`config.mk`:
```
export PLATFORM = sky130hd
export DESIGN_NAME = spindle_speed_to_pwm_drive_core
export DESIGN_NICKNAME = d
export VERILOG_FILES = /design/src/rtl/core/spd_pwm_pkg.sv /design/src/rtl/core/spindle_speed_to_pwm_drive_core.sv
export SDC_FILE = /design/constraint.sdc
export NUM_CORES = 2
export LEC_CHECK = 0
export CAP_MARGIN = 25
export CORE_MARGIN = 5
export CORE_UTILIZATION = 40
export CTS_BUF_LIST = sky130_fd_sc_hd__clkbuf_4 sky130_fd_sc_hd__clkbuf_8
export CTS_CLUSTER_DIAMETER = 60
export DETAILED_ROUTE_END_ITERATION = 10
export DONT_BUFFER_PORTS = 1
export RECOVER_POWER = 50
export REMOVE_ABC_BUFFERS = 1
export SLEW_MARGIN = 30
export SYNTH_ARGS = -nofsm -noshare
export SYNTH_HDL_FRONTEND = slang
export SYNTH_SLANG_ARGS = --single-unit
```
`constraint.sdc`:
```
create_clock -name aclk -period 9.2 [get_ports aclk]
set_clock_uncertainty 0.2 [all_clocks]
set_input_delay 1.38 -clock aclk [delete_from_list [all_inputs] [get_ports aclk]]
set_output_delay 1.38 -clock aclk [all_outputs]
set_load 0.01 [all_outputs]
```
`src/rtl/core/spd_pwm_pkg.sv`:
```
// ---------------------------------------------------------------------------
// Spindle PWM drive package
// Widths, register indexes, reset values, run-state and command-mode codes and channel payload types.
// ---------------------------------------------------------------------------
`default_nettype none

package spd_pwm_pkg;

    // Field widths
    localparam int SPEED_BITS = 20;
    localparam int DUTY_BITS  = 16;
    localparam int CFG_DATA_W = (SPEED_BITS > DUTY_BITS) ? SPEED_BITS : DUTY_BITS;
    localparam int CFG_IDX_W  = 3;

    // Divider sizing: product of speed offset and duty span
    localparam int PROD_W = SPEED_BITS + DUTY_BITS;
    localparam int CNT_W  = $clog2(PROD_W);

    // Configuration register indexes
    localparam logic [CFG_IDX_W-1:0] REG_MIN_DUTY     = 3'd0;
    localparam logic [CFG_IDX_W-1:0] REG_MAX_DUTY     = 3'd1;
    localparam logic [CFG_IDX_W-1:0] REG_IDLE_DUTY    = 3'd2;
    localparam logic [CFG_IDX_W-1:0] REG_MIN_SPEED    = 3'd3;
    localparam logic [CFG_IDX_W-1:0] REG_MAX_SPEED    = 3'd4;
    localparam logic [CFG_IDX_W-1:0] REG_FWD_REV_PINS = 3'd5;

    // Reset values
    localparam logic [SPEED_BITS-1:0] MAX_SPEED_RST = SPEED_BITS'(10000);

    // Run states
    localparam logic [1:0] RUN_UNCONF  = 2'd0;
    localparam logic [1:0] RUN_STOPPED = 2'd1;
    localparam logic [1:0] RUN_FWD     = 2'd2;
    localparam logic [1:0] RUN_REV     = 2'd3;

    // Command modes
    localparam logic MODE_SET_SPEED = 1'b0;
    localparam logic MODE_SET_STATE = 1'b1;

    typedef struct packed {
        logic                  mode;
        logic [SPEED_BITS-1:0] speed_req;
        logic                  apply_now;
        logic [1:0]            new_run_state;
    } spd_in_t;

    typedef struct packed {
        logic                  enable_pin;
        logic                  reverse_pin;
        logic [DUTY_BITS-1:0]  duty;
        logic [SPEED_BITS-1:0] applied_speed;
        logic [1:0]            run_state_now;
    } spd_out_t;

endpackage

`default_nettype wire

```
`src/rtl/core/spindle_speed_to_pwm_drive_core.sv`:
```
// ---------------------------------------------------------------------------
// Spindle speed to PWM drive core
// Run-state control and linear speed-to-duty mapping with a single
// multiply step and a bit-serial restoring divider.
// ---------------------------------------------------------------------------
//  channel | ports                          | direction | payload
//  --------+--------------------------------+-----------+-------------------
//  request | s_valid s_ready s_data         | in        | spd_in_t
//  result  | m_valid m_ready m_data         | out       | spd_out_t
//  config  | cfg_wr_en cfg_index cfg_wdata  | in        | register write
//
//  A running request that applies a nonzero speed with a valid speed range
//  passes through accept, one multiply, PROD_W divider steps and a result
//  load; any other request goes from accept straight to the result load.
//  Reset is synchronous, active low, on aresetn. A new request is taken
//  while a finished result waits in the output register; the next result
//  is held internally until that register is free.
// ---------------------------------------------------------------------------
`default_nettype none

module spindle_speed_to_pwm_drive_core (
    input  wire                                 aclk,
    input  wire                                 aresetn,
    input  wire                                 s_valid,
    output logic                                s_ready,
    input  wire  spd_pwm_pkg::spd_in_t          s_data,
    output logic                                m_valid,
    input  wire                                 m_ready,
    output spd_pwm_pkg::spd_out_t               m_data,
    input  wire                                 cfg_wr_en,
    input  wire  [spd_pwm_pkg::CFG_IDX_W-1:0]   cfg_index,
    input  wire  [spd_pwm_pkg::CFG_DATA_W-1:0]  cfg_wdata
);

    localparam int SB = spd_pwm_pkg::SPEED_BITS;
    localparam int DB = spd_pwm_pkg::DUTY_BITS;
    localparam int PW = spd_pwm_pkg::PROD_W;
    localparam int CW = spd_pwm_pkg::CNT_W;

    // Sequencer codes
    localparam logic [1:0] S_IDLE = 2'd0;
    localparam logic [1:0] S_MUL  = 2'd1;
    localparam logic [1:0] S_DIV  = 2'd2;
    localparam logic [1:0] S_DONE = 2'd3;

    // Configuration registers
    logic [DB-1:0] min_duty_reg, min_duty_next;
    logic [DB-1:0] max_duty_reg, max_duty_next;
    logic [DB-1:0] idle_duty_reg, idle_duty_next;
    logic [SB-1:0] min_speed_reg, min_speed_next;
    logic [SB-1:0] max_speed_reg, max_speed_next;
    logic          fwd_rev_reg, fwd_rev_next;

    // Drive state
    logic [1:0]    run_state_reg, run_state_next;
    logic [SB-1:0] target_reg, target_next;
    logic [SB-1:0] applied_reg, applied_next;
    logic          enable_reg, enable_next;
    logic          reverse_reg, reverse_next;
    logic [DB-1:0] duty_reg, duty_next;

    // Sequencer and arithmetic unit
    logic [1:0]    state_reg, state_next;
    logic [CW-1:0] cnt_reg, cnt_next;
    logic [SB-1:0] mula_reg, mula_next;
    logic [DB-1:0] mulb_reg, mulb_next;
    logic          neg_reg, neg_next;
    logic [SB-1:0] span_reg, span_next;
    logic [SB-1:0] rem_reg, rem_next;
    logic [PW-1:0] num_reg, num_next;

    // Output register
    logic                  m_valid_reg, m_valid_next;
    spd_pwm_pkg::spd_out_t m_data_reg, m_data_next;

    // Request decode
    logic          accept;
    logic [1:0]    rs_sel;
    logic [SB-1:0] s_sel;
    logic          do_apply;
    logic [SB-1:0] clamped;
    logic          range_ok;
    logic          duty_neg;
    logic [DB-1:0] duty_span;

    // Divider step
    logic [SB:0]   trial;
    logic          trial_ge;
    logic [SB:0]   trial_sub;
    logic [DB-1:0] quot;

    assign s_ready = (state_reg == S_IDLE);
    assign accept  = s_valid && s_ready;
    assign m_valid = m_valid_reg;
    assign m_data  = m_data_reg;

    // Pick the run state and speed that this request applies
    assign rs_sel   = (s_data.mode == spd_pwm_pkg::MODE_SET_STATE) ?
                      s_data.new_run_state : run_state_reg;
    assign s_sel    = (s_data.mode == spd_pwm_pkg::MODE_SET_STATE) ?
                      target_reg : s_data.speed_req;
    assign do_apply = (s_data.mode == spd_pwm_pkg::MODE_SET_STATE) || s_data.apply_now;

    // Clamp to the speed range, low bound checked first
    assign clamped   = (s_sel < min_speed_reg) ? min_speed_reg :
                       (s_sel > max_speed_reg) ? max_speed_reg : s_sel;
    assign range_ok  = (max_speed_reg > min_speed_reg);
    assign duty_neg  = (max_duty_reg < min_duty_reg);
    assign duty_span = duty_neg ? (min_duty_reg - max_duty_reg)
                                : (max_duty_reg - min_duty_reg);

    // Restoring divider step: shift in one product bit, subtract if it fits
    assign trial     = {rem_reg, num_reg[PW-1]};
    assign trial_ge  = (trial >= {1'b0, span_reg});
    assign trial_sub = trial - {1'b0, span_reg};
    assign quot      = {num_reg[DB-2:0], trial_ge};

    always_comb begin
        min_duty_next  = min_duty_reg;
        max_duty_next  = max_duty_reg;
        idle_duty_next = idle_duty_reg;
        min_speed_next = min_speed_reg;
        max_speed_next = max_speed_reg;
        fwd_rev_next   = fwd_rev_reg;
        run_state_next = run_state_reg;
        target_next    = target_reg;
        applied_next   = applied_reg;
        enable_next    = enable_reg;
        reverse_next   = reverse_reg;
        duty_next      = duty_reg;
        state_next     = state_reg;
        cnt_next       = cnt_reg;
        mula_next      = mula_reg;
        mulb_next      = mulb_reg;
        neg_next       = neg_reg;
        span_next      = span_reg;
        rem_next       = rem_reg;
        num_next       = num_reg;
        m_valid_next   = m_valid_reg;
        m_data_next    = m_data_reg;

        // Register writes; any known register sets the run state to stopped unless a request is accepted too
        if (cfg_wr_en) begin
            case (cfg_index)
                spd_pwm_pkg::REG_MIN_DUTY: begin
                    min_duty_next  = cfg_wdata[DB-1:0];
                    run_state_next = spd_pwm_pkg::RUN_STOPPED;
                end
                spd_pwm_pkg::REG_MAX_DUTY: begin
                    max_duty_next  = cfg_wdata[DB-1:0];
                    run_state_next = spd_pwm_pkg::RUN_STOPPED;
                end
                spd_pwm_pkg::REG_IDLE_DUTY: begin
                    idle_duty_next = cfg_wdata[DB-1:0];
                    run_state_next = spd_pwm_pkg::RUN_STOPPED;
                end
                spd_pwm_pkg::REG_MIN_SPEED: begin
                    min_speed_next = cfg_wdata[SB-1:0];
                    run_state_next = spd_pwm_pkg::RUN_STOPPED;
                end
                spd_pwm_pkg::REG_MAX_SPEED: begin
                    max_speed_next = cfg_wdata[SB-1:0];
                    run_state_next = spd_pwm_pkg::RUN_STOPPED;
                end
                spd_pwm_pkg::REG_FWD_REV_PINS: begin
                    fwd_rev_next   = cfg_wdata[0];
                    run_state_next = spd_pwm_pkg::RUN_STOPPED;
                end
                default: begin
                end
            endcase
        end

        // Drop the result once taken
        if (m_valid_reg && m_ready) begin
            m_valid_next = 1'b0;
        end

        case (state_reg)
            S_IDLE: begin
                if (accept) begin
                    run_state_next = rs_sel;
                    if (s_data.mode == spd_pwm_pkg::MODE_SET_SPEED) begin
                        target_next = s_data.speed_req;
                    end
                    state_next = S_DONE;
                    if (do_apply) begin
                        if ((rs_sel == spd_pwm_pkg::RUN_STOPPED) || (s_sel == '0)) begin
                            enable_next  = 1'b0;
                            reverse_next = 1'b0;
                            duty_next    = idle_duty_reg;
                            applied_next = '0;
                        end else if (rs_sel != spd_pwm_pkg::RUN_UNCONF) begin
                            applied_next = clamped;
                            if (rs_sel == spd_pwm_pkg::RUN_FWD) begin
                                enable_next  = 1'b1;
                                reverse_next = 1'b0;
                            end else begin
                                enable_next  = !fwd_rev_reg;
                                reverse_next = 1'b1;
                            end
                            if (range_ok) begin
                                mula_next  = clamped - min_speed_reg;
                                mulb_next  = duty_span;
                                neg_next   = duty_neg;
                                span_next  = max_speed_reg - min_speed_reg;
                                state_next = S_MUL;
                            end else begin
                                duty_next = min_duty_reg;
                            end
                        end
                    end
                end
            end
            S_MUL: begin
                num_next   = PW'(mula_reg) * PW'(mulb_reg);
                rem_next   = '0;
                cnt_next   = CW'(PW - 1);
                state_next = S_DIV;
            end
            S_DIV: begin
                rem_next = trial_ge ? trial_sub[SB-1:0] : trial[SB-1:0];
                num_next = {num_reg[PW-2:0], trial_ge};
                cnt_next = cnt_reg - CW'(1);
                if (cnt_reg == '0) begin
                    // Quotient never exceeds the duty span, so no saturation
                    duty_next  = neg_reg ? (min_duty_reg - quot) : (min_duty_reg + quot);
                    state_next = S_DONE;
                end
            end
            S_DONE: begin
                if (!m_valid_reg || m_ready) begin
                    m_data_next.enable_pin    = enable_reg;
                    m_data_next.reverse_pin   = reverse_reg;
                    m_data_next.duty          = duty_reg;
                    m_data_next.applied_speed = applied_reg;
                    m_data_next.run_state_now = run_state_reg;
                    m_valid_next              = 1'b1;
                    state_next                = S_IDLE;
                end
            end
            default: begin
                state_next = S_IDLE;
            end
        endcase
    end

    // Control and configuration registers
    always_ff @(posedge aclk) begin
        if (!aresetn) begin
            min_duty_reg  <= '0;
            max_duty_reg  <= '1;
            idle_duty_reg <= '0;
            min_speed_reg <= '0;
            max_speed_reg <= spd_pwm_pkg::MAX_SPEED_RST;
            fwd_rev_reg   <= 1'b0;
            run_state_reg <= spd_pwm_pkg::RUN_UNCONF;
            target_reg    <= '0;
            applied_reg   <= '0;
            enable_reg    <= 1'b0;
            reverse_reg   <= 1'b0;
            duty_reg      <= '0;
            state_reg     <= S_IDLE;
            m_valid_reg   <= 1'b0;
        end else begin
            min_duty_reg  <= min_duty_next;
            max_duty_reg  <= max_duty_next;
            idle_duty_reg <= idle_duty_next;
            min_speed_reg <= min_speed_next;
            max_speed_reg <= max_speed_next;
            fwd_rev_reg   <= fwd_rev_next;
            run_state_reg <= run_state_next;
            target_reg    <= target_next;
            applied_reg   <= applied_next;
            enable_reg    <= enable_next;
            reverse_reg   <= reverse_next;
            duty_reg      <= duty_next;
            state_reg     <= state_next;
            m_valid_reg   <= m_valid_next;
        end
    end

    // Datapath registers, no reset
    always_ff @(posedge aclk) begin
        cnt_reg    <= cnt_next;
        mula_reg   <= mula_next;
        mulb_reg   <= mulb_next;
        neg_reg    <= neg_next;
        span_reg   <= span_next;
        rem_reg    <= rem_next;
        num_reg    <= num_next;
        m_data_reg <= m_data_next;
    end

`ifndef SYNTHESIS
    // Leave idle after every accepted request
    assert property (@(posedge aclk) disable iff (!aresetn)
        accept |=> (state_reg != S_IDLE))
        else $error("sequencer stayed idle after accept");

    // Partial remainder stays below the divisor
    assert property (@(posedge aclk) disable iff (!aresetn)
        (state_reg == S_DIV) |-> (rem_reg < span_reg))
        else $error("divider remainder out of range");

    // Final quotient fits the duty width
    assert property (@(posedge aclk) disable iff (!aresetn)
        ((state_reg == S_DIV) && (cnt_reg == '0)) |-> (num_next[PW-1:DB] == '0))
        else $error("quotient exceeds duty width");

    // Loaded result carries the current run state
    assert property (@(posedge aclk) disable iff (!aresetn)
        ((state_reg == S_DONE) && (!m_valid_reg || m_ready)) |=>
        (m_valid_reg && (m_data_reg.run_state_now == run_state_reg)))
        else $error("result not loaded from drive state");
`endif

endmodule

`default_nettype wire
```
==> flow_summary_export.csv <==
group,metric,value,unit
hold_path,min_path_type,"register to register",
clock_tree,clk_pin_slew,70,ps
sta,hold_viol_final,0,
synth,synth_top_family_by_area,"adder cells",
route,drc_errors,0,
synth,synth_compound_area_share,12.8,%
synth,yosys_most_used_dff,"edfxtp_1",
critical_path,cpPeakStageDelay,910,ps
route,drtAntennaViolNets,0,
route,num_vias,21885,
sta,fin_crit,7560,ps
run_status,failed_checks,"capacitance limit, slew limit",
clock_tree,hold_buffers,0,
cells_and_area,drive_gt1_share,6.61,%
floorplanning,start_util,40.3,%
clock_tree,numCtsBuffers,54,
place,io_buffers,0,
global_routing,grt_antenna_before_repair,1,
route,drt_iter0_drc,1627,
synth,synthXorXnorAreaFrac,3.59,%
cells_and_area,area_delta_synth_final,7.29,%
job,cap_violations,6,
synth,avgSynthCellArea,9.05,sq um
critical_path,critPathLaunchType,"register",
clock_tree,cts_max_level,2,
clock_tree,cts_setup_buffers,0,
sta,maxSlewHeadroom,-147,%
synth,synthSimpleGateAreaFrac,16.1,%
route,vias_per_cell,5.32,
sta,final-setup-viol-count,0,
cells_and_area,final_cell_mix,"nand2_1 (473), inv_1 (418), ha_1 (257), fa_1 (256), a21oi_1 (205)",
critical_path,arrival,7750,ps
global_routing,grt_overflow_total,0,
sta,setup_ws,1640,ps
floorplanning,die-width,278,um
critical_path,critPathRequiredTime,9390,ps
place,hpwl,59.3,mm
sta,worstMarginPinSlew,3700,ps
sta,hold_ws,229,ps
global_routing,grt_util_all_layers,20.2,%
sta,rsz0062_at_grt,"no",
synth,yosysWarnings,0,
critical_path,crit_path_max_fanout,20,
synth,ys_async_sr_fraction,0,%
cells_and_area,fin_nets,3684,
critical_path,cp_common_cell,"fa_1",
cells_and_area,largest_register_ffs,40,
synth,synthAdderAreaFrac,29.0,%
clock_tree,cts.sinks,311,
cells_and_area,layout_commonest_cell,"nand2_1",
critical_path,rr_worst_depth,20,
clock_tree,tritoncts,"done",
floorplanning,pin_count,94,
clock_tree,clockBufferDepth,3,
sta,fin_crit_sh,82.2,%
global_routing,grt_max_degree,70,
critical_path,end_kind,"register",
synth,synthMuxAreaShare,3.88,%
route,drt-pass1-iter-count,6,
floorplanning,core_area,71500,sq um
synth,syn_inst,3186,
floorplanning,num_rows,98,
hold_path,hold_depth,0,
critical_path,cp_slowest_cell,"edfxtp_1",
run_status,status,"finished with violations",
synth,ys_seq_elements,311,
route,drt-total-wl,78.9,mm
cells_and_area,num-fill-cells,6963,
clock_tree,cts_root_buf,"clkbuf_8",
route,routedWlPerCell,19.2,um
sta,fmax,132,MHz
synth,yosysSeqAreaShare,27.1,%
global_routing,grt_pass1_wl,126,mm
clock_tree,clock_latency,680,ps
critical_path,worstPathCellList,"nand2_1 > fa_1 > fa_1 > inv_1 > fa_1 > fa_1 > fa_1 > inv_1 > fa_1 > inv_1 > ha_1 > nand2_1 > o31ai_1 > a31oi_1 > a2111oi_2 > a31oi_1 > o21ai_0 > a31oi_1 > xnor2_1 > mux2_2",
synth,syn_area,28800,sq um
sta,tns,0,ps
floorplanning,die_h,278,um
critical_path,crit_type,"register to register",
synth,ys_types,89,
global_routing,first_global_vias,22102,
clock_tree,post_cts_resized,0,
sta,drv_slew,310,
floorplanning,dieArea,77500,sq um
place,gp_congestion,0.931,
synth,synth_edf_count,159,
place,pre_cts_slack,1780,ps
==> cell families after synthesis <==
kind of cell               after synthesis
muxes                                  102
and+or+nand+nor                       1010
xor gates and xnor gates               118
AOI/OAI and AO/OA                      571
adders and majority gates              514
DFF                                    311
buffers and inverters                  560
==> stage by stage <==
stage	instances	utilization, %	cell area [sq um]
3_3_place_gp	4012	41.4	29600
4_1_cts	4114	43.3	31000
5_1_grt	4115	43.3	30900
2_1_floorplan	3047	-	28200
6_report	4115	43.3	30900
3_5_place_dp	4012	41.4	29600
==> Yosys cell counts, types with 18 or more instances <==
library cell	instances	area share, %
o211ai_1	33	0.86
a21o_1	46	1.2
mux2i_1	36	1.3
a21oi_1	205	3.6
clkbuf_1	116	1.5
xor2_1	44	1.3
a222oi_1	20	0.69
a31oi_1	21	0.46
nand3_1	26	0.45
and2_1	145	3.1
ha_1	258	11
mux2_2	64	2.5
nand4_1	18	0.39
inv_1	419	5.5
nor2b_1	23	0.50
fa_1	256	18
xnor2_1	74	2.2
dfxtp_1	152	11
edfxtp_1	159	17
o21a_1	32	0.83
a211oi_1	22	0.57
nor3_1	58	1.0
nor2_1	181	2.4
o21ai_0	96	1.7
nand2_1	473	6.2
==> worst paths after layout <==
path,start,end,slack [ps]
setup / recovery,mulb_reg[2],num_reg[35],1640
setup reg to reg,mulb_reg[2],num_reg[35],1640
hold / removal,duty_reg[13],m_data[35],230
hold reg to reg,duty_reg[13],m_data[35],230
==> routing by layer <==
layer | track usage [%] | vias up | wire length (um)
li1 | - | 10530 | -
met1 | 28.6 | 10621 | 36400
met3 | 3.87 | 117 | 5320
met4 | 6.00 | 0 | 2440
met2 | 31.6 | 617 | 34800
met5 | 0 | - | 0
==> critical path, delay by kind of cell, from the launching register on <==
kind / cells / cell delay [ps]
simple gates: 2 / 340
xor+xnor: 1 / 130
mux: 1 / 260
compound gates: 6 / 1690
fa+ha+maj: 7 / 3570
buf+inv: 3 / 200
flops: 1 / 910
==> cell type report <==
class                      count  area [sq um]  area share (%)
inverter                     421          1580            5.11
multi-input combinational   2315         18900            61.1
tap                          950          1190            3.84
clock buffer                  74           918            2.97
sequential                   311          7820            25.3
timing repair buffer          15          93.8           0.303
antenna                        1          2.50         0.00809
clock inverter                28           430            1.39
Power is left out: the tool's default activity adds up to more than one toggle a clock period on the data nets, which glitch-free logic cannot reach.
